<file path="config.mk">
export PLATFORM = sky130hd
export DESIGN_NAME = sukt_group
export DESIGN_NICKNAME = d
export VERILOG_FILES = /design/src/sv/sorted_unique_key_table_unit_macros.svh /design/src/sv/sukt_pkg.sv /design/src/sv/sukt_group.sv
export SDC_FILE = /design/constraint.sdc
export NUM_CORES = 1
export LEC_CHECK = 0
export ABC_AREA = 1
export BUFFER_PORTS_ARGS = -buffer_cell sky130_fd_sc_hd__buf_2
export CELL_PAD_IN_SITES_DETAIL_PLACEMENT = 0
export CELL_PAD_IN_SITES_GLOBAL_PLACEMENT = 1
export CORE_AREA = 2 2 257 259
export DETAILED_ROUTE_END_ITERATION = 10
export DIE_AREA = 0 0 259 261
export PLACE_DENSITY = 0.51
export SETUP_SLACK_MARGIN = 0.05
export SLEW_MARGIN = 30
export SYNTH_ARGS = -nofsm -noshare
export SYNTH_HDL_FRONTEND = slang
export SYNTH_SLANG_ARGS = --single-unit
</file>
<file path="constraint.sdc">
create_clock -name aclk -period 0.9 [get_ports aclk]
set_input_delay 0.045 -clock aclk [delete_from_list [all_inputs] [get_ports aclk]]
set_output_delay 0.045 -clock aclk [all_outputs]
set_load 0.05 [all_outputs]
</file>
<file path="src/sv/sorted_unique_key_table_unit_macros.svh">
// Assertion macros for the sorted key table. All checks run on aclk and are
// held off while aresetn is low.
`ifndef SORTED_UNIQUE_KEY_TABLE_UNIT_MACROS_SVH
`define SORTED_UNIQUE_KEY_TABLE_UNIT_MACROS_SVH

// A condition that must hold at every clock edge.
`define SUKT_ASSERT_ALWAYS(name, expr, msg) \
    name: assert property (@(posedge aclk) disable iff (!aresetn) (expr)) else $error(msg);

// A consequence that must hold in the same cycle as its trigger.
`define SUKT_ASSERT_IMPL(name, ante, cons, msg) \
    name: assert property (@(posedge aclk) disable iff (!aresetn) (ante) |-> (cons)) \
        else $error(msg);

// A consequence that must hold in the cycle after its trigger.
`define SUKT_ASSERT_NEXT(name, ante, cons, msg) \
    name: assert property (@(posedge aclk) disable iff (!aresetn) (ante) |=> (cons)) \
        else $error(msg);

`endif

</file>
<file path="src/sv/sukt_pkg.sv">
`timescale 1ns / 1ps

package sukt_pkg;

    // Field widths of a request and a result.
    localparam int OP_W        = 2;
    localparam int PC_W        = 20;
    localparam int NUM_W       = 47;
    localparam int HANDLE_IN_W = 16;
    localparam int STATUS_W    = 2;
    localparam int POS_OUT_W   = 8;
    localparam int COUNT_OUT_W = 9;
    localparam int S_TDATA_W   = 88;
    localparam int M_TDATA_W   = 56;

    // Cells per reduction group.
    localparam int GROUP_SIZE = 16;

    // Request opcodes.
    localparam logic [OP_W-1:0] OP_INSERT = 2'd0;
    localparam logic [OP_W-1:0] OP_DELETE = 2'd1;
    localparam logic [OP_W-1:0] OP_FIND   = 2'd2;

    // Result status codes.
    localparam logic [STATUS_W-1:0] ST_OK        = 2'd0;
    localparam logic [STATUS_W-1:0] ST_DUPLICATE = 2'd1;
    localparam logic [STATUS_W-1:0] ST_NOT_FOUND = 2'd2;
    localparam logic [STATUS_W-1:0] ST_FULL      = 2'd3;

    typedef logic [PC_W-1:0]  postal_t;
    typedef logic [NUM_W-1:0] number_t;

    // Update command broadcast to the cell row.
    typedef struct packed {
        logic ins_en;
        logic del_en;
    } cell_ctrl_t;

endpackage

</file>
<file path="src/sv/sukt_group.sv">
`timescale 1ns / 1ps

module sukt_group #(
    parameter int BASE = 0,
    parameter int PW   = 8,
    parameter int HW   = 16
) (
    input  logic                                                aclk,
    input  logic                                                en,
    input  logic [sukt_pkg::GROUP_SIZE-1:0]                     match,
    input  logic [sukt_pkg::GROUP_SIZE-1:0]                     less,
    input  logic                                                less_prev,
    input  logic [sukt_pkg::GROUP_SIZE-1:0][sukt_pkg::PC_W-1:0] pc,
    input  logic [sukt_pkg::GROUP_SIZE-1:0][HW-1:0]             hd,
    output logic                                                hit,
    output logic [PW-1:0]                                       hit_pos,
    output sukt_pkg::postal_t                                   hit_pc,
    output logic [HW-1:0]                                       hit_hd,
    output logic [PW-1:0]                                       bnd_pos
);

    localparam int GS = sukt_pkg::GROUP_SIZE;

    logic [GS-1:0]     less_left;
    logic              hit_c;
    logic [PW-1:0]     hit_pos_c;
    sukt_pkg::postal_t hit_pc_c;
    logic [HW-1:0]     hit_hd_c;
    logic [PW-1:0]     bnd_pos_c;

    logic              hit_reg;
    logic [PW-1:0]     hit_pos_reg;
    sukt_pkg::postal_t hit_pc_reg;
    logic [HW-1:0]     hit_hd_reg;
    logic [PW-1:0]     bnd_pos_reg;

    // Less flag of each cell's left neighbor.
    assign less_left = {less[GS-2:0], less_prev};

    // At most one cell matches and at most one sits on the sorted boundary
    // over the whole row, so plain OR merges the contributions.
    always_comb begin
        hit_c     = 1'b0;
        hit_pos_c = '0;
        hit_pc_c  = '0;
        hit_hd_c  = '0;
        bnd_pos_c = '0;
        for (int k = 0; k < GS; k++) begin
            hit_c     = hit_c | match[k];
            hit_pos_c = hit_pos_c | (match[k] ? PW'(BASE + k) : '0);
            hit_pc_c  = hit_pc_c | (match[k] ? pc[k] : '0);
            hit_hd_c  = hit_hd_c | (match[k] ? hd[k] : '0);
            bnd_pos_c = bnd_pos_c | ((!less[k] && less_left[k]) ? PW'(BASE + k) : '0);
        end
    end

    always_ff @(posedge aclk) begin
        if (en) begin
            hit_reg     <= hit_c;
            hit_pos_reg <= hit_pos_c;
            hit_pc_reg  <= hit_pc_c;
            hit_hd_reg  <= hit_hd_c;
            bnd_pos_reg <= bnd_pos_c;
        end
    end

    assign hit     = hit_reg;
    assign hit_pos = hit_pos_reg;
    assign hit_pc  = hit_pc_reg;
    assign hit_hd  = hit_hd_reg;
    assign bnd_pos = bnd_pos_reg;

endmodule

</file>
* Word level (Yosys, flattened, before mapping)
Cells that the tools add are included.
Widths: inputs -> output; s select.
** Cells by class
- Order comparisons :: 0
- Div/mod/pow operators :: 0
- Mux-type cells :: 62
- Add/subtract/negate cells :: 0
- Reduce and logical (&&, ||, !) cells :: 30
- Equality and inequality tests :: 0
- Shift-type cells :: 0
- $mul :: 0
- Bitwise logic cells :: 73
** Operator list (number)
- $mux 20 :: 16
- $or 20x20->20 :: 15
- $mux 16 :: 16
- $or 16x16->16 :: 15
- $mux 4 :: 16
- $or 4x4->4 :: 14
- $mux 3 :: 8
- $or 3x3->3 :: 6
- $logic_and 1x1->1 :: 15
- $logic_not 1->1 :: 15
- $or 1x1->1 :: 15
- $mux 2 :: 4
- $or 3x4->4 :: 2
- $or 2x3->3 :: 2
- $or 1x2->2 :: 2
- $or 2x2->2 :: 2
- $mux 1 :: 2
** Storage, ports and cells
- Latch bits :: 0
- Bits in writable memories :: 0
- Flip-flop bits (word level) :: 53
- Output and inout bits :: 53
- Memory bits (read-only) :: 0
- Memories kept :: 0
- Bits of input ports :: 611

* Depth between registers and ports, before layout
- Word-level depth :: 17
- Depth in mapped cells :: 8
- Mapped depth without buffers :: 6

* Worst setup path after synthesis
OpenSTA, ideal clock, no wires.
- Path type :: input to register
- From :: input port match[14] in the netlist's numbering
- To :: register hit_reg (netlist: hit), data pin
- Arrival time :: 615 ps
- Cell stages on the path :: 4
- Slack :: 20 ps
- Cell sequence :: buf_6 or2_4 nor3_4 nand3_1
** On the way
- Longest elaborated chain between the ends :: 2
** RTL lines
- start: declaration :: RTL line sukt_group.sv:10 : input logic [sukt_pkg::GROUP_SIZE-1:0] match,
- $or 1x1->1 (2 in series) :: RTL line sukt_group.sv:49 : hit_c = hit_c | match[k];
- net hit_c :: RTL line sukt_group.sv:25 : logic hit_c;
- end signal: assignment :: RTL line sukt_group.sv:59 : hit_reg <= hit_c;
- end: declaration :: RTL line sukt_group.sv:31 : logic hit_reg;
The timed path passes the listed nets, and every way through them passes these cells.
A chain may end at the register's enable or synchronous reset.

* Worst setup path after layout
- From :: register hit_pos_reg[3] (netlist: hit_pos[3])
- To :: output port hit_pos[3]
** RTL lines
- start: declaration :: RTL line sukt_group.sv:32 : logic [PW-1:0] hit_pos_reg;
- start signal: assignment :: RTL line sukt_group.sv:60 : hit_pos_reg <= hit_pos_c;
- end: declaration :: RTL line sukt_group.sv:16 : output logic [PW-1:0] hit_pos,
No word-level cell between the ends.

==> results.json <==
{
  "vias_per_cell": 3.68,
  "final_hold_viol_count": 0,
  "ys_seq_elements": 45,
  "grt_pass1_wl_mm": 73.0,
  "synthCells": 1442,
  "max_freq_ghz": 0.994,
  "cpPeakStageDelay_ns": 0.44,
  "vias": 10900,
  "holdPathEnd": "hit_hd[15]",
  "grt_overflow_total": 0,
  "synthMuxAreaShare": 0,
  "fin_nets": 2719,
  "cp.arrival_ns": 0.96,
  "power_leakage_nw": 7.66,
  "path_clk_slew_ns": 0.10,
  "busiest_layer": "met2",
  "cp-end-kind": "output port",
  "grt_usage": 0.151,
  "max_cap_violations": 0,
  "rsz0062_at_grt": "true",
  "critPathLaunch": "hit_pos[3]",
  "ir_drop_uv": 642,
  "synth_xor_area_frac": 0,
  "period_minus_slack_ns": 1.01,
  "cp_cell_sequence": "buf_6",
  "met3_usage": 0.0267,
  "dr.pass1.iters": 7,
  "antenna_found_initial": 11,
  "cp-start-kind": "flip-flop",
  "synth_top_family_by_area": "simple AND/OR/NAND/NOR gates",
  "std_cell_rows": 94,
  "yosys.area_share.adder": 0,
  "route.detailed.drc": 0,
  "h-tree-depth": 2,
  "slew_viol_final": 0,
  "synthToLayoutAreaGrowth_pct": 75.7,
  "chipHeight_um": 261,
  "ant_nets": 0,
  "critPathMaxFanout": 1,
  "p_per_area_nw_per_um2": 841,
  "first_global_vias": 10900,
  "start_util": 0.109,
  "gr-usage-met1": 0.191,
  "slowest_stage": "edfxtp_1",
  "root_buffer": "clkbuf_16",
  "gp_congestion": 0.879,
  "core_um2": 65000,
  "hpwl_mm": 45.3,
  "largest_register_ffs": 20,
  "die-area_um2": 67600,
  "final_common_cell": "nand2_1",
  "hp-start": "hd[31]",
  "syn_area_um2": 7090,
  "cts_hold_buf": 0,
  "drive_gt1_frac": 0.359,
  "placed_area_um2": 11700,
  "cts_buffers": 5,
  "clock-sinks": 45,
  "tritoncts": "done",
  "crit_buf_inv": 1,
  "avgSynthCellArea_um2": 4.92,
  "grt_start_max_net_pins": 24,
  "required_ns": 0.85,
  "cpLargestDelayFamily": "flip-flops",
  "hold_path_class": "input port to flip-flop",
  "outcome": "finished with violations",
  "synth_compound_area_frac": 0.00423,
  "port_buffers": 654,
  "fin_crit_sh": 1.12,
  "setup_tns_ns": -2.11,
  "min_path_cells": 5,
  "die_w_um": 259,
  "drt-total-wl_mm": 56.6,
  "failed_checks": "setup timing",
  "design_area_um2": 12500,
  "finalWorstSetupSlack_ns": -0.106,
  "ioPinCount": 664,
  "finalSetupViolations": 45,
  "path_class": "flip-flop to output port",
  "cts_max_path_buffers": 2,
  "seq_area_frac_synth": 0.191,
  "first_iter_violations": 589,
  "wl_per_cell_um": 19.0,
  "fin_hold_ws_ns": 0.0624,
  "synth-simple-area-share": 0.596,
  "ys_types": 18,
  "fillers": 7755,
  "met2_usage": 0.264,
  "yosysWarnings": 0,
  "final_cell_mix": "951 x nand2_1, 601 x buf_2, 222 x inv_1, 76 x nor2_1, 51 x buf_6"
}
metrics by stage:
step                cells  utilization  total power (W)  setup WS, ns
detailed placement   2950        0.179          0.00768        -0.588
finish               2975        0.192           0.0105        -0.106
global route         2975        0.192           0.0113        -0.139
global placement     2950        0.179          0.00772        -0.574
floorplan            1449            -          0.00503        0.0232
CTS                  2958        0.186           0.0105        -0.144
repair_timing:
action	4_1_cts	5_1_grt
setup buffers	0	8
gates cloned	0	7
resized for setup	101	29
setup endpoints to repair	64	68
hold endpoints to repair	0	0
pin swaps	0	13
where the power goes:
part	internal [W]	switching, W	total, W	leakage [nW]
Sequential	0.00243	0.0000680	0.00250	0.453
Combinational	0.00234	0.00316	0.00551	7.12
Clock	0.00132	0.00117	0.00249	0.0785
Total	0.00609	0.00440	0.0105	7.66
metal layers:
layer / share of wire / vias up
met5: 0.00097 / -
met4: 0.018 / 8
met3: 0.058 / 56
met2: 0.50 / 447
met1: 0.43 / 4938
li1: - / 5491
synth_stat cells:
cell type  number  share of area
edfxtp_1       45           0.19
or2_2           2         0.0018
nor2_2          2         0.0018
clkbuf_1        2         0.0011
o21ai_0         6         0.0042
buf_6          37          0.059
nand4_1        37          0.033
nor2_1         88          0.047
inv_2           5         0.0026
nor3_4          1         0.0023
nand3_1         3         0.0021
inv_1         222           0.12
buf_2          16          0.011
conb_1          1        0.00053
or2_4           1         0.0012
nand2_1       955           0.51
buf_4          17          0.018
or2_1           2         0.0018
logic make-up (layout without fill, tap and decap cells):
group | count (synthesis) | count (layout)
compound gates | 6 | 6
buf+inv | 299 | 959
flops | 45 | 45
other cells | 1 | 10
simple gates | 1091 | 1091
worst max-delay path by stage:
stage	to	slack [ns]	cells past startpoint
finish	hit_pos[3]	-0.11	1
global route	hit_pc[19]	-0.14	1
CTS	hit	-0.14	1
detailed placement	hit_hd[6]	-0.59	8
global placement	hit_hd[6]	-0.57	8
floorplan	hit	0.02	4
layout make-up:
cell class	count	area [µm²]	share of cell area
diodes	2	5.00	0.000402
clock buffers	6	129	0.0103
clock inverters	2	33.8	0.00271
inverters	227	852	0.0684
multi-input cells	1105	4340	0.349
flip-flops and latches	45	1350	0.108
well taps	864	1080	0.0867
repair buffers	724	4670	0.375
No activity file was read; power rests on OpenSTA's default activity.
