## config.mk

```make
export PLATFORM = sky130hd
export DESIGN_NAME = sukt_cell
export DESIGN_NICKNAME = d
export VERILOG_FILES = /design/src/sv/sorted_unique_key_table_unit_macros.svh /design/src/sv/sukt_pkg.sv /design/src/sv/sukt_cell.sv
export SDC_FILE = /design/constraint.sdc
export NUM_CORES = 1
export LEC_CHECK = 0
export ABC_AREA = 1
export BUFFER_PORTS_ARGS = -buffer_cell sky130_fd_sc_hd__buf_2
export CAP_MARGIN = 20
export CELL_PAD_IN_SITES_DETAIL_PLACEMENT = 0
export CELL_PAD_IN_SITES_GLOBAL_PLACEMENT = 2
export CORE_MARGIN = 4
export CORE_UTILIZATION = 22
export DETAILED_ROUTE_END_ITERATION = 6
export PLACE_DENSITY_LB_ADDON = 0.1
export SYNTH_ARGS = -nofsm -noshare
export SYNTH_HDL_FRONTEND = slang
export SYNTH_SLANG_ARGS = --single-unit
```

## constraint.sdc

```tcl
create_clock -name aclk -period 4.07 [get_ports aclk]
set_clock_uncertainty 0.15 [all_clocks]
set_input_delay 0.6105 -clock aclk [delete_from_list [all_inputs] [get_ports aclk]]
set_output_delay 0.6105 -clock aclk [all_outputs]
set_load 0.01 [all_outputs]
```

## src/sv/sorted_unique_key_table_unit_macros.svh

```systemverilog
// Assertion macros for the sorted key table. All checks run on aclk and are
// held off while aresetn is low.
`ifndef SORTED_UNIQUE_KEY_TABLE_UNIT_MACROS_SVH
`define SORTED_UNIQUE_KEY_TABLE_UNIT_MACROS_SVH

// A condition that must hold at every clock edge.
`define SUKT_ASSERT_ALWAYS(name, expr, msg) \
    name: assert property (@(posedge aclk) disable iff (!aresetn) (expr)) else $error(msg);

// A consequence that must hold in the same cycle as its trigger.
`define SUKT_ASSERT_IMPL(name, ante, cons, msg) \
    name: assert property (@(posedge aclk) disable iff (!aresetn) (ante) |-> (cons)) \
        else $error(msg);

// A consequence that must hold in the cycle after its trigger.
`define SUKT_ASSERT_NEXT(name, ante, cons, msg) \
    name: assert property (@(posedge aclk) disable iff (!aresetn) (ante) |=> (cons)) \
        else $error(msg);

`endif

```

## src/sv/sukt_pkg.sv

```systemverilog
`timescale 1ns / 1ps

package sukt_pkg;

    // Field widths of a request and a result.
    localparam int OP_W        = 2;
    localparam int PC_W        = 20;
    localparam int NUM_W       = 47;
    localparam int HANDLE_IN_W = 16;
    localparam int STATUS_W    = 2;
    localparam int POS_OUT_W   = 8;
    localparam int COUNT_OUT_W = 9;
    localparam int S_TDATA_W   = 88;
    localparam int M_TDATA_W   = 56;

    // Cells per reduction group.
    localparam int GROUP_SIZE = 16;

    // Request opcodes.
    localparam logic [OP_W-1:0] OP_INSERT = 2'd0;
    localparam logic [OP_W-1:0] OP_DELETE = 2'd1;
    localparam logic [OP_W-1:0] OP_FIND   = 2'd2;

    // Result status codes.
    localparam logic [STATUS_W-1:0] ST_OK        = 2'd0;
    localparam logic [STATUS_W-1:0] ST_DUPLICATE = 2'd1;
    localparam logic [STATUS_W-1:0] ST_NOT_FOUND = 2'd2;
    localparam logic [STATUS_W-1:0] ST_FULL      = 2'd3;

    typedef logic [PC_W-1:0]  postal_t;
    typedef logic [NUM_W-1:0] number_t;

    // Update command broadcast to the cell row.
    typedef struct packed {
        logic ins_en;
        logic del_en;
    } cell_ctrl_t;

endpackage

```

## src/sv/sukt_cell.sv

```systemverilog
`timescale 1ns / 1ps

module sukt_cell #(
    parameter int CELL_IDX = 0,
    parameter int PW       = 8,
    parameter int CW       = 9,
    parameter int HW       = 16
) (
    input  logic                 aclk,
    input  logic                 cmp_en,
    input  sukt_pkg::cell_ctrl_t ctrl,
    input  logic [PW-1:0]        upd_pos,
    input  logic [CW-1:0]        count,
    input  sukt_pkg::postal_t    key_pc,
    input  sukt_pkg::number_t    key_num,
    input  logic [HW-1:0]        key_hd,
    input  sukt_pkg::postal_t    left_pc,
    input  sukt_pkg::number_t    left_num,
    input  logic [HW-1:0]        left_hd,
    input  sukt_pkg::postal_t    right_pc,
    input  sukt_pkg::number_t    right_num,
    input  logic [HW-1:0]        right_hd,
    output sukt_pkg::postal_t    pc,
    output sukt_pkg::number_t    num,
    output logic [HW-1:0]        hd,
    output logic                 match,
    output logic                 less
);

    localparam logic [PW-1:0] IDX_POS = PW'(CELL_IDX);
    localparam logic [CW-1:0] IDX_CNT = CW'(CELL_IDX);

    sukt_pkg::postal_t pc_reg;
    sukt_pkg::number_t num_reg;
    logic [HW-1:0]     hd_reg;
    logic              match_reg;
    logic              less_reg;
    logic              valid;

    // Entries below the fill count are live; the rest never report a match or less.
    assign valid = (IDX_CNT < count);

    // Compare the live entry with the key of the request.
    always_ff @(posedge aclk) begin
        if (cmp_en) begin
            match_reg <= valid && (num_reg == key_num);
            less_reg  <= valid && ((pc_reg < key_pc) ||
                                   ((pc_reg == key_pc) && (num_reg < key_num)));
        end
    end

    // Insert moves entries up from the left neighbor, delete pulls from the right.
    always_ff @(posedge aclk) begin
        if (ctrl.ins_en) begin
            if (IDX_POS > upd_pos) begin
                pc_reg  <= left_pc;
                num_reg <= left_num;
                hd_reg  <= left_hd;
            end else if (IDX_POS == upd_pos) begin
                pc_reg  <= key_pc;
                num_reg <= key_num;
                hd_reg  <= key_hd;
            end
        end else if (ctrl.del_en && (IDX_POS >= upd_pos)) begin
            pc_reg  <= right_pc;
            num_reg <= right_num;
            hd_reg  <= right_hd;
        end
    end

    assign pc    = pc_reg;
    assign num   = num_reg;
    assign hd    = hd_reg;
    assign match = match_reg;
    assign less  = less_reg;

endmodule

```

# Word level (Yosys, flattened, before mapping)
# Index checks and enable logic that the tools add are counted.
[word_totals] output_inout_bits=85 regBits=85 elab_cells=33 input_bits=270
[op_classes] muxes=12 magnitude_cmp=5 reduce_logical=8 eq_ne=3
[ops] operator="$mux W47" count=4
[ops] operator="$mux W20" count=4
[ops] operator="$mux W16" count=4
[ops] operator="$eq A47 B47 Y1" count=1
[ops] operator="$lt A47 B47 Y1" count=1
[ops] operator="$eq A20 B20 Y1" count=1
[ops] operator="$lt A20 B20 Y1" count=1
[ops] operator="$lt A1 B9 Y1 const A" count=1
[ops] operator="$ge A1 B8 Y1 const A" count=1
[ops] operator="$gt A1 B8 Y1 const A" count=1
[ops] operator="$logic_not A8 Y1" count=1
[ops] operator="$logic_and A1 B1 Y1" count=4
[ops] operator="$ne A3 B1 Y1 const B" count=1
[ops] operator="$reduce_and A2 Y1" count=1
[ops] operator="$reduce_bool A2 Y1" count=1
[ops] operator="$logic_or A1 B1 Y1" count=1

# Logic depth before layout (Yosys ltp)
# Gate-level depths: netlist (run 1).
[logic_depth] depth_word=4 ltp_mapped=13 mapped_depth_nobuf=13

# Worst setup path after synthesis (run 1)
# Ideal clock, no wire load.
[synth_path] path_kind="input-to-reg" startpoint="input upd_pos[2]" endpoint="register hd_reg[0], in the netlist hd[0], enable pin" setup_time_ns=0.437 t_required_ns=3.483 setup_slack_ns=0.866 path_buffers=0 arrival_ns=2.616 stages=2 path_cell_list="nor4_1 o211a_1"
[synth_via] elab_chain_len=4 elab_cells_between_ends=7 cone_classes="order compare: 2; eq/ne: 1; reduce/logical: 4"
[synth_lines] element="from (decl)" line_no="sukt_cell.sv:12" rtl="input logic [PW-1:0] upd_pos,"
[synth_lines] element="$ge A1 B8 Y1" line_no="sukt_cell.sv:64" rtl="end else if (ctrl.del_en && (IDX_POS >= upd_pos)) begin"
[synth_lines] element="$logic_and A1 B1 Y1" line_no="sukt_cell.sv:64"
[synth_lines] element="$reduce_bool A2 Y1 (no source line)"
[synth_lines] element="$reduce_and A2 Y1 (no source line) *"
[synth_lines] element="to (signal assigned)" line_no="sukt_cell.sv:58" rtl="hd_reg <= left_hd;"
[synth_lines] element="to (signal assigned)" line_no="sukt_cell.sv:62" rtl="hd_reg <= key_hd;"
[synth_lines] element="to (signal assigned)" line_no="sukt_cell.sv:67" rtl="hd_reg <= right_hd;"
[synth_lines] element="to (decl)" line_no="sukt_cell.sv:35" rtl="logic [HW-1:0] hd_reg;"
# Mark *: on every way between the ends. The rest lies on a longest branch, timed or not.
# A chain may end at the register's enable or synchronous reset.

# Worst setup path after layout (run 1)
[layout_path] startpoint="input upd_pos[2]" endpoint="register num_reg[15], in the netlist num[15], enable pin"
[layout_via] elab_chain_len=4 elab_cells_between_ends=7 cone_classes="order compare: 2; eq/ne: 1; reduce/logical: 4"
[layout_lines] element="$ge A1 B8 Y1" line_no="sukt_cell.sv:64"
[layout_lines] element="$logic_and A1 B1 Y1" line_no="sukt_cell.sv:64"
[layout_lines] element="$reduce_bool A2 Y1 (no source line)"
[layout_lines] element="$reduce_and A2 Y1 (no source line) *"
[layout_lines] element="to (signal assigned)" line_no="sukt_cell.sv:57" rtl="num_reg <= left_num;"
[layout_lines] element="to (signal assigned)" line_no="sukt_cell.sv:61" rtl="num_reg <= key_num;"
[layout_lines] element="to (signal assigned)" line_no="sukt_cell.sv:66" rtl="num_reg <= right_num;"
[layout_lines] element="to (decl)" line_no="sukt_cell.sv:34" rtl="sukt_pkg::number_t num_reg;"
# Marked as above.

==> results of run 1 <==
layout by cell type, fill, tap and decap left out, types with 6 or more instances in the layout:
cell type,instances
ha_1,67
nor2_1,18
nand2_1,195
nand4_1,6
edfxtp_1,85
a21oi_1,24
nand3_1,8
clkbuf_16,9
buf_2,271
o21ai_0,64
nand2_2,6
inv_1,87
per-layer routing:
metal  track usage (%)  vias to the layer above
met2              21.5                      148
met3              4.24                       23
met5                 0                        -
met1              15.4                     2215
li1                  -                     2579
met4              3.67                        6
worst max path at each step:
| stage | from | end | cells after the start |
|---|---|---|---|
| finish | upd_pos[2] | num[15] | 4 |
| CTS | upd_pos[2] | num[28] | 4 |
| global route | upd_pos[2] | num[27] | 4 |
| detailed placement | upd_pos[2] | num[30] | 4 |
| floorplan | upd_pos[2] | hd[0] | 2 |
| global placement | upd_pos[2] | num[10] | 4 |
critical path: stages:
cell and delay (ns):
buf_2 0.09, nor4_1 0.34, o211a_4 0.62, buf_12 0.35
cell families after synthesis:
family                   count (synthesis)  share of synthesized area, %
AND/OR/NAND/NOR                        254                          19.7
adder cells (fa/ha/maj)                 67                          15.5
AO/OA/AOI/OAI                          100                          9.66
flip-flops                              85                          47.2
buffers and inverters                  108                          7.85
metrics by stage:
| step | utilization, % | instances | worst slack (ns) | total power, W | cell area (um^2) |
|---|---|---|---|---|---|
| floorplan | - | 614 | 0.866 | 0.00115 | 5400 |
| global placement | 29.4 | 1193 | 1.47 | 0.00128 | 7130 |
| detailed placement | 29.4 | 1193 | 1.43 | 0.00129 | 7130 |
| CTS | 30.5 | 1209 | 1.81 | 0.00212 | 7400 |
| global route | 30.6 | 1212 | 1.71 | 0.00219 | 7410 |
| finish | 30.6 | 1212 | 1.84 | 0.00207 | 7410 |
area by class of cell:
class,instances,area (um^2),area share [%]
Antenna cell,3,7.51,0.101
Inverter,90,340,4.59
Tap cell,324,405,5.47
Sequential cell,85,2550,34.4
Clock inverter,7,50.0,0.675
Clock buffer,9,225,3.04
Timing Repair Buffer,273,1400,18.8
Multi-Input combinational cell,421,2430,32.8
where the power goes:
part           leakage, nW  internal, W  switching, W
combinational         2.77     0.000132      0.000154
sequential           0.741     0.000972    0.00000145
clock                0.130     0.000417      0.000390
==> qor.csv, run 1 <==
metric,value,unit
status,completed,
post-synth-top-count-cell,nand2_1,
drtAntennaViolNets,0,
drc,0,
drt_iter0_drc,204,
topRoutingLayerUsed,met5,
viasPerCell,4.10,
wirelength,17.9,mm
clockBufferDepth,2,
ys_ff_latch,85,
rsz0062_at_grt,no,
dr_wl_met2,8.75,mm
firstDrtPassIters,4,
fin_hold_ws,0.346,ns
die_h,165,um
dieArea,27100,um^2
slew_violations,0,
whs_path_depth,1,
wl_met3,1.37,mm
reg2reg_from,pc[19],
clock_sinks,85,
critPathCaptureType,flop,
synth_top_cell_area_share,47.2,%
p_per_area,279,nW/um^2
grt_overflow,0,
critPathArrivalTime,2.10,ns
setup-tns-final,0,ns
ctsResizeCount,0,
antenna_found_initial,6,
drv_cap,0,
worstMarginPinSlew,0.622,ns
worstPathMaxFanout,46,
postCtsSetupRepairBufs,0,
root_buffer,clkbuf_16,
gp_congestion,0.728,
grt_max_degree,97,
finalHoldViolations,0,
fill_cells,2664,
place_hpwl,14.3,mm
async_flop_share,0,%
core_area,24200,um^2
wl_per_cell,14.7,um
cts_max_level,3,
die_w,165,um
slew_headroom,58.5,%
synth_area,5400,um^2
ir_drop,0.152,mV
fin_nets,1217,
placementRows,57,
finalCriticalPeriod,2.23,ns
track_usage,12.7,%
synth-seq-area-share,47.2,%
clock.fmax,448,MHz
setup_viol_count_final,0,
synth_fp_nets,951,
r2r_cells,6,
met1Wirelength,7.43,mm
clock_latency,0.35,ns
leakage,3.64,nW
ys_warn_count,0,
largest_reg_flops,47,
ios,355,
start_kind,input pin,
finalCritPeriodShare,54.8,%
worstReg2RegEnd,less,
clk_pin_slew,0.07,ns
drive_above_1_share,34.7,%
cts_tree,built,
path_class,input pin to flop,
worst-r2r-setup-slack,2.06,ns
synth_flop_cell,edfxtp_1,
synth.avg_cell_area,8.80,um^2
synth_cells,614,
synthDistinctLibCells,29,
critPathRequiredTime,3.94,ns
synth_edf_count,85,
vias,4971,
netlist_top_cells_area,"edfxtp_1 (47%), ha_1 (16%), nand2_1 (14%)",
initial_core_util,22.3,%
synth.largest_area_cell,edfxtp_1,
synth_common_cells,"nand2_1 (195), inv_1 (87), edfxtp_1 (85), ha_1 (67), o21ai_0 (64)",
io_buffers,271,
hold_class,input pin to flop,
whs_endpoint,match,
synthToLayoutAreaGrowth,37.2,%
cts_buffers,9,
hold_buffers,0,
min_from,cmp_en,
grt_pass1_wl,26.6,mm
grt_pass1_vias,5005,
Power figures use the tool's default switching activity.
==> run 2: changes to the inputs <==
- clock period: 4.07 -> 2.2 ns (I/O delays scaled with it)
==> run 2 against run 1 <==
Effect of this change: cell count up 0.17%; power increased by 89%; core utilization rose by 0.28 points; non-clock buffer count is 6 higher; combinational power is 88% higher.
==> qor.csv, run 2 (synthesis gave the netlist of run 1 again) <==
metric,value,unit,change
clkPwrFrac,40.0,%,was 39.0%
cts_buffers,9,,unchanged
hold_class,input pin to flop,,unchanged
p_switching,0.000980,W,was 0.000545 W
clk_pin_slew,0.06,ns,was 0.07 ns
slew_headroom,66.7,%,was 58.5%
clock_latency,0.35,ns,about the same
finalCriticalPeriod,1.95,ns,
core_area,24200,um^2,unchanged
grt_max_degree,47,,was 97
grt_pass1_vias,5131,,was 5005
finalCritPeriodShare,88.5,%,
critPathRequiredTime,2.13,ns,was 3.94 ns
cts_max_level,3,,unchanged
dp_slack,0.171,ns,was 1.43 ns
fin_ws,0.253,ns,was 1.84 ns
synthToLayoutAreaGrowth,38.4,%,was 37.2%
wl_met3,1.54,mm,was 1.37 mm
worst-r2r-setup-slack,0.25,ns,was 2.06 ns
drc,0,,unchanged
drt_iter0_drc,191,,was 204
drtAntennaViolNets,0,,unchanged
critPathSlowestCell,edfxtp_1,,was o211a_4
fill_cells,2693,,was 2664
ios,355,,unchanged
seqPwrFrac,46.2,%,was 47.1%
dr_wl_met2,8.71,mm,was 8.75 mm
root_buffer,clkbuf_16,,unchanged
met1Wirelength,7.33,mm,was 7.43 mm
worstMarginPinSlew,0.499,ns,was 0.622 ns
status,completed,,unchanged
combinationalPowerShare,13.8,%,about the same
drv_cap,0,,unchanged
placementRows,57,,unchanged
io_buffers,271,,unchanged
topRoutingLayerUsed,met5,,unchanged
leakage,3.68,nW,was 3.64 nW
worstPathMaxFanout,4,,was 46
max_stage_delay,0.40,ns,was 0.62 ns
place_hpwl,14.6,mm,was 14.3 mm
slew_violations,0,,unchanged
die_h,165,um,unchanged
drive_above_1_share,35.0,%,was 34.7%
viasPerCell,4.11,,was 4.10
critPathCaptureType,flop,,unchanged
finalHoldViolations,0,,unchanged
clockBufferDepth,2,,unchanged
p_per_area,521,nW/um^2,was 279 nW/um^2
firstDrtPassIters,4,,unchanged
gp_congestion,0.762,,was 0.728
setup-tns-final,0,ns,unchanged
path_class,flop to flop,,was input pin to flop
setup_viol_count_final,0,,unchanged
intPower,0.00292,W,was 0.00152 W
switching_share,25.2,%,was 26.4%
grt_overflow,0,,unchanged
wirelength,17.8,mm,was 17.9 mm
antenna_found_initial,4,,was 6
fin_util,30.9,%,was 30.6%
dieArea,27100,um^2,unchanged
critPathArrivalTime,1.87,ns,was 2.10 ns
largest_reg_flops,47,,unchanged
finalPower,0.00390,W,was 0.00207 W
initial_core_util,22.3,%,unchanged
hold_buffers,0,,unchanged
grt_pass1_wl,27.0,mm,was 26.6 mm
clock.fmax,514,MHz,
die_w,165,um,unchanged
start_kind,flop,,was input pin
crit_chain,"ha_1, nand2_1, nor2_1, nand4_1, o211ai_1, a21oi_1",,"was buf_2, nor4_1, o211a_4, buf_12"
ctsResizeCount,0,,unchanged
postCtsSetupRepairBufs,0,,unchanged
ir_drop,0.240,mV,was 0.152 mV
final_cell_mix,"buf_2 (271), nand2_1 (195), inv_1 (87)",,unchanged
final_common_cell,buf_2,,unchanged
rsz0062_at_grt,no,,unchanged
fin_nets,1223,,was 1217
vias,4984,,was 4971
clock_sinks,85,,unchanged
track_usage,12.9,%,was 12.7%
cts_tree,built,,unchanged
wl_per_cell,14.7,um,about the same
-- run 2: layout make-up --
class                      count  area (um^2)  area share, %
sequential                    85         2550           34.1
multi-input combinational    421         2430           32.5
timing repair buffer         279         1470           19.6
tap                          324          405           5.42
inverter                      90          340           4.55
clock buffer                   9          225           3.01
clock inverter                 5         53.8          0.719
antenna                        1         2.50         0.0335
-- run 2: per-stage QoR --
stage	area (um^2)	cells	hold WS (ns)
floorplan	5410	614	0.292
global placement	7200	1199	0.400
detailed placement	7200	1199	0.402
CTS	7480	1213	0.0331
global route	7480	1213	0.0373
finish	7480	1214	0.0517
-- run 2: power groups by stage --
stage	Sequential [W]	Clock, W	Combinational (W)
floorplan	0.00184	0	0.000283
global placement	0.00184	0	0.000544
detailed placement	0.00184	0	0.000552
CTS	0.00180	0.00162	0.000555
global route	0.00180	0.00169	0.000631
finish	0.00180	0.00156	0.000538
-- run 2: metal layers --
metal | track usage [%] | vias to the layer above
li1 | - | 2578
met4 | 3.02 | 8
met3 | 5.02 | 17
met5 | 0 | -
met1 | 15.1 | 2229
met2 | 22.2 | 152
-- run 2: final timing paths --
| check | depth (start not counted) | endpoint | start |
|---|---|---|---|
| max | 6 | less | pc[19] |
| min | 1 | match | cmp_en |
| max reg2reg | 6 | less | pc[19] |
| min reg2reg | 5 | match | num[35] |
-- run 2: critical path: cells and delay by family (launching register included) --
kind	cells	cell delay, ns
adder cells (fa/ha/maj)	1	0.31
flip-flops	1	0.40
AND/OR/NAND/NOR	3	0.38
AO/OA/AOI/OAI	2	0.45
==> run 3: changes to the inputs <==
- CORE_UTILIZATION: 22 -> 20
- clock period: 2.2 -> 1.6 ns (I/O delays scaled with it)
==> run 3 against run 2 <==
Effect of this change: critical endpoint unchanged; the run now ends with negative setup slack left; die area up 9.5%; register-to-register slack got worse by 0.60 ns; sequential power rose by 38%; critical path type unchanged; combinational power increased by 71%; first-iteration DRC count is 39% lower; largest cell class is now multi-input combinational cells.
==> qor.csv, run 3 (synthesis gave the netlist of run 1 again) <==
metric,value,unit,change
cts_tree,built,,unchanged
critPathRequiredTime,1.53,ns,was 2.13 ns
fin_ws,-0.346,ns,was 0.253 ns
switching_share,25.8,%,was 25.2%
slew_headroom,76.7,%,was 66.7%
fin_util,32.9,%,was 30.9%
drv_cap,0,,unchanged
rsz0062_at_grt,yes,,was no
die_h,172,um,was 165 um
drt_iter0_drc,116,,was 191
hold_class,input pin to flop,,unchanged
clock_sinks,85,,unchanged
critPathCaptureType,flop,,unchanged
io_buffers,271,,unchanged
fin_hold_ws,0.0158,ns,was 0.0517 ns
grt_pass1_vias,5634,,was 5131
vias,5381,,was 4984
slew_violations,0,,unchanged
wl_per_cell,14.4,um,was 14.7 um
setup-tns-final,-0.540,ns,was 0 ns
worstMarginPinSlew,0.347,ns,was 0.499 ns
firstDrtPassIters,6,,was 4
place_hpwl,15.5,mm,was 14.6 mm
grt_pass1_wl,28.7,mm,was 27.0 mm
drtAntennaViolNets,0,,unchanged
min_from,key_hd[12],,was cmp_en
finalHoldViolations,0,,unchanged
placementRows,59,,was 57
ios,355,,unchanged
combinationalPowerShare,16.4,%,was 13.8%
dp_slack,-0.362,ns,was 0.171 ns
synthToLayoutAreaGrowth,60.2,%,was 38.4%
fill_cells,2855,,was 2693
drc,0,,unchanged
topRoutingLayerUsed,met5,,unchanged
clockBufferDepth,2,,unchanged
drive_above_1_share,42.8,%,was 35.0%
setup_viol_count_final,2,,was 0
core_area,26400,um^2,was 24200 um^2
wl_met3,1.53,mm,was 1.54 mm
die_w,172,um,was 165 um
crit_start,pc[11],,was pc[19]
max_stage_delay,0.44,ns,was 0.40 ns
track_usage,12.3,%,was 12.9%
initial_core_util,20.5,%,was 22.3%
violations,negative setup slack,,
seq_area,2550,um^2,unchanged
finalCritPeriodShare,122,%,was 88.5%
critPathArrivalTime,1.87,ns,about the same
cts_buffers,9,,unchanged
p_switching,0.00145,W,was 0.000980 W
p_per_area,648,nW/um^2,was 521 nW/um^2
viasPerCell,4.06,,was 4.11
final_common_cell,buf_2,,unchanged
seqPwrFrac,44.2,%,was 46.2%
grt_overflow,0,,unchanged
reg2reg_from,pc[11],,was pc[19]
gp_congestion,0.792,,was 0.762
worstPathMaxFanout,3,,was 4
crit_chain,"ha_4, nand2_4, nor2_4, nand4_1, o211ai_1, a21oi_1",,"was ha_1, nand2_1, nor2_1, nand4_1, o211ai_1, a21oi_1"
intPower,0.00416,W,was 0.00292 W
status,"finished, violations left",,was completed
path_class,flop to flop,,unchanged
ir_drop,0.346,mV,was 0.240 mV
finalCriticalPeriod,1.95,ns,about the same
multi_input_area,2750,um^2,was 2430 um^2
layoutNonFillerInstCount,1326,,was 1214
fin_nets,1322,,was 1223
largest_reg_flops,47,,unchanged
grt_max_degree,57,,was 47
clock.fmax,514,MHz,about the same
clkPwrFrac,39.4,%,was 40.0%
wirelength,19.1,mm,was 17.8 mm
root_buffer,clkbuf_16,,unchanged
final_cell_mix,"buf_2 (270), nand2_1 (187), inv_1 (87)",,"was buf_2 (271), nand2_1 (195), inv_1 (87)"
clk_pin_slew,0.07,ns,was 0.06 ns
start_kind,flop,,unchanged
post-place-cells,1280,,was 1199
dr_wl_met2,9.25,mm,was 8.71 mm
antenna_found_initial,5,,was 4
dieArea,29700,um^2,was 27100 um^2
critPathSlowestCell,edfxtp_1,,unchanged
clock_latency,0.35,ns,about the same
cts_max_level,3,,unchanged
leakage,4.24,nW,was 3.68 nW
met1Wirelength,7.99,mm,was 7.33 mm
==> run 3: changes by cell type in the layout (fill, tap and decap cells not counted), moves of 5 or more <==
cell	delta
dlygate4sd3_1	+20
nand2_1	-8
ha_1	-14
buf_6	+5
buf_4	+73
ha_4	+14
==> run 3: routing by layer <==
metal,vias up,GRT usage (%)
met3,19,3.80
li1,2786,-
met4,8,3.49
met2,154,21.3
met5,-,0
met1,2414,14.8
==> run 3: critical path: cells and delay by family, from the launching register on <==
kind	cells	cell delay, ns
simple gates	3	0.31
flops	1	0.44
fa+ha+maj	1	0.31
compound gates	2	0.46
==> run 3: through the flow <==
stage               cell area [um^2]  total power [W]
floorplan                       5440          0.00292
global placement                7780          0.00336
detailed placement              7780          0.00336
CTS                             8460          0.00571
global route                    8660          0.00593
finish                          8660          0.00561
==> run 3: final timing paths <==
check             endpoint  slack, ns  depth (start not counted)
setup / recovery      less      -0.35                          6
hold / removal      hd[12]       0.02                          3
setup reg to reg      less      -0.35                          6
hold reg to reg       less       0.91                          8
==> run 3: area by class of cell <==
type | instances | share of cell area, %
inverter | 90 | 3.93
antenna | 1 | 0.0289
timing repair buffer | 378 | 26.5
clock inverter | 7 | 0.838
tap | 335 | 4.84
sequential | 85 | 29.5
multi-input combinational | 421 | 31.7
clock buffer | 9 | 2.60
==> run 3: repair_timing <==
| item | CTS | global route |
|---|---|---|
| hold buffers | 22 | 0 |
| setup buffers | 4 | 5 |
| resized for setup | 25 | 21 |
| endpoints found under the setup margin | 2 | 5 |
| endpoints found under the hold margin | 17 | 0 |
| pin swaps | 16 | 14 |
==> run 3: power groups by stage <==
| stage | registers (W) | logic [W] | clock network, W |
|---|---|---|---|
| floorplan | 0.00253 | 0.000391 | 0 |
| global placement | 0.00253 | 0.000831 | 0 |
| detailed placement | 0.00253 | 0.000835 | 0 |
| CTS | 0.00248 | 0.000917 | 0.00231 |
| global route | 0.00248 | 0.00106 | 0.00239 |
| finish | 0.00248 | 0.000922 | 0.00221 |
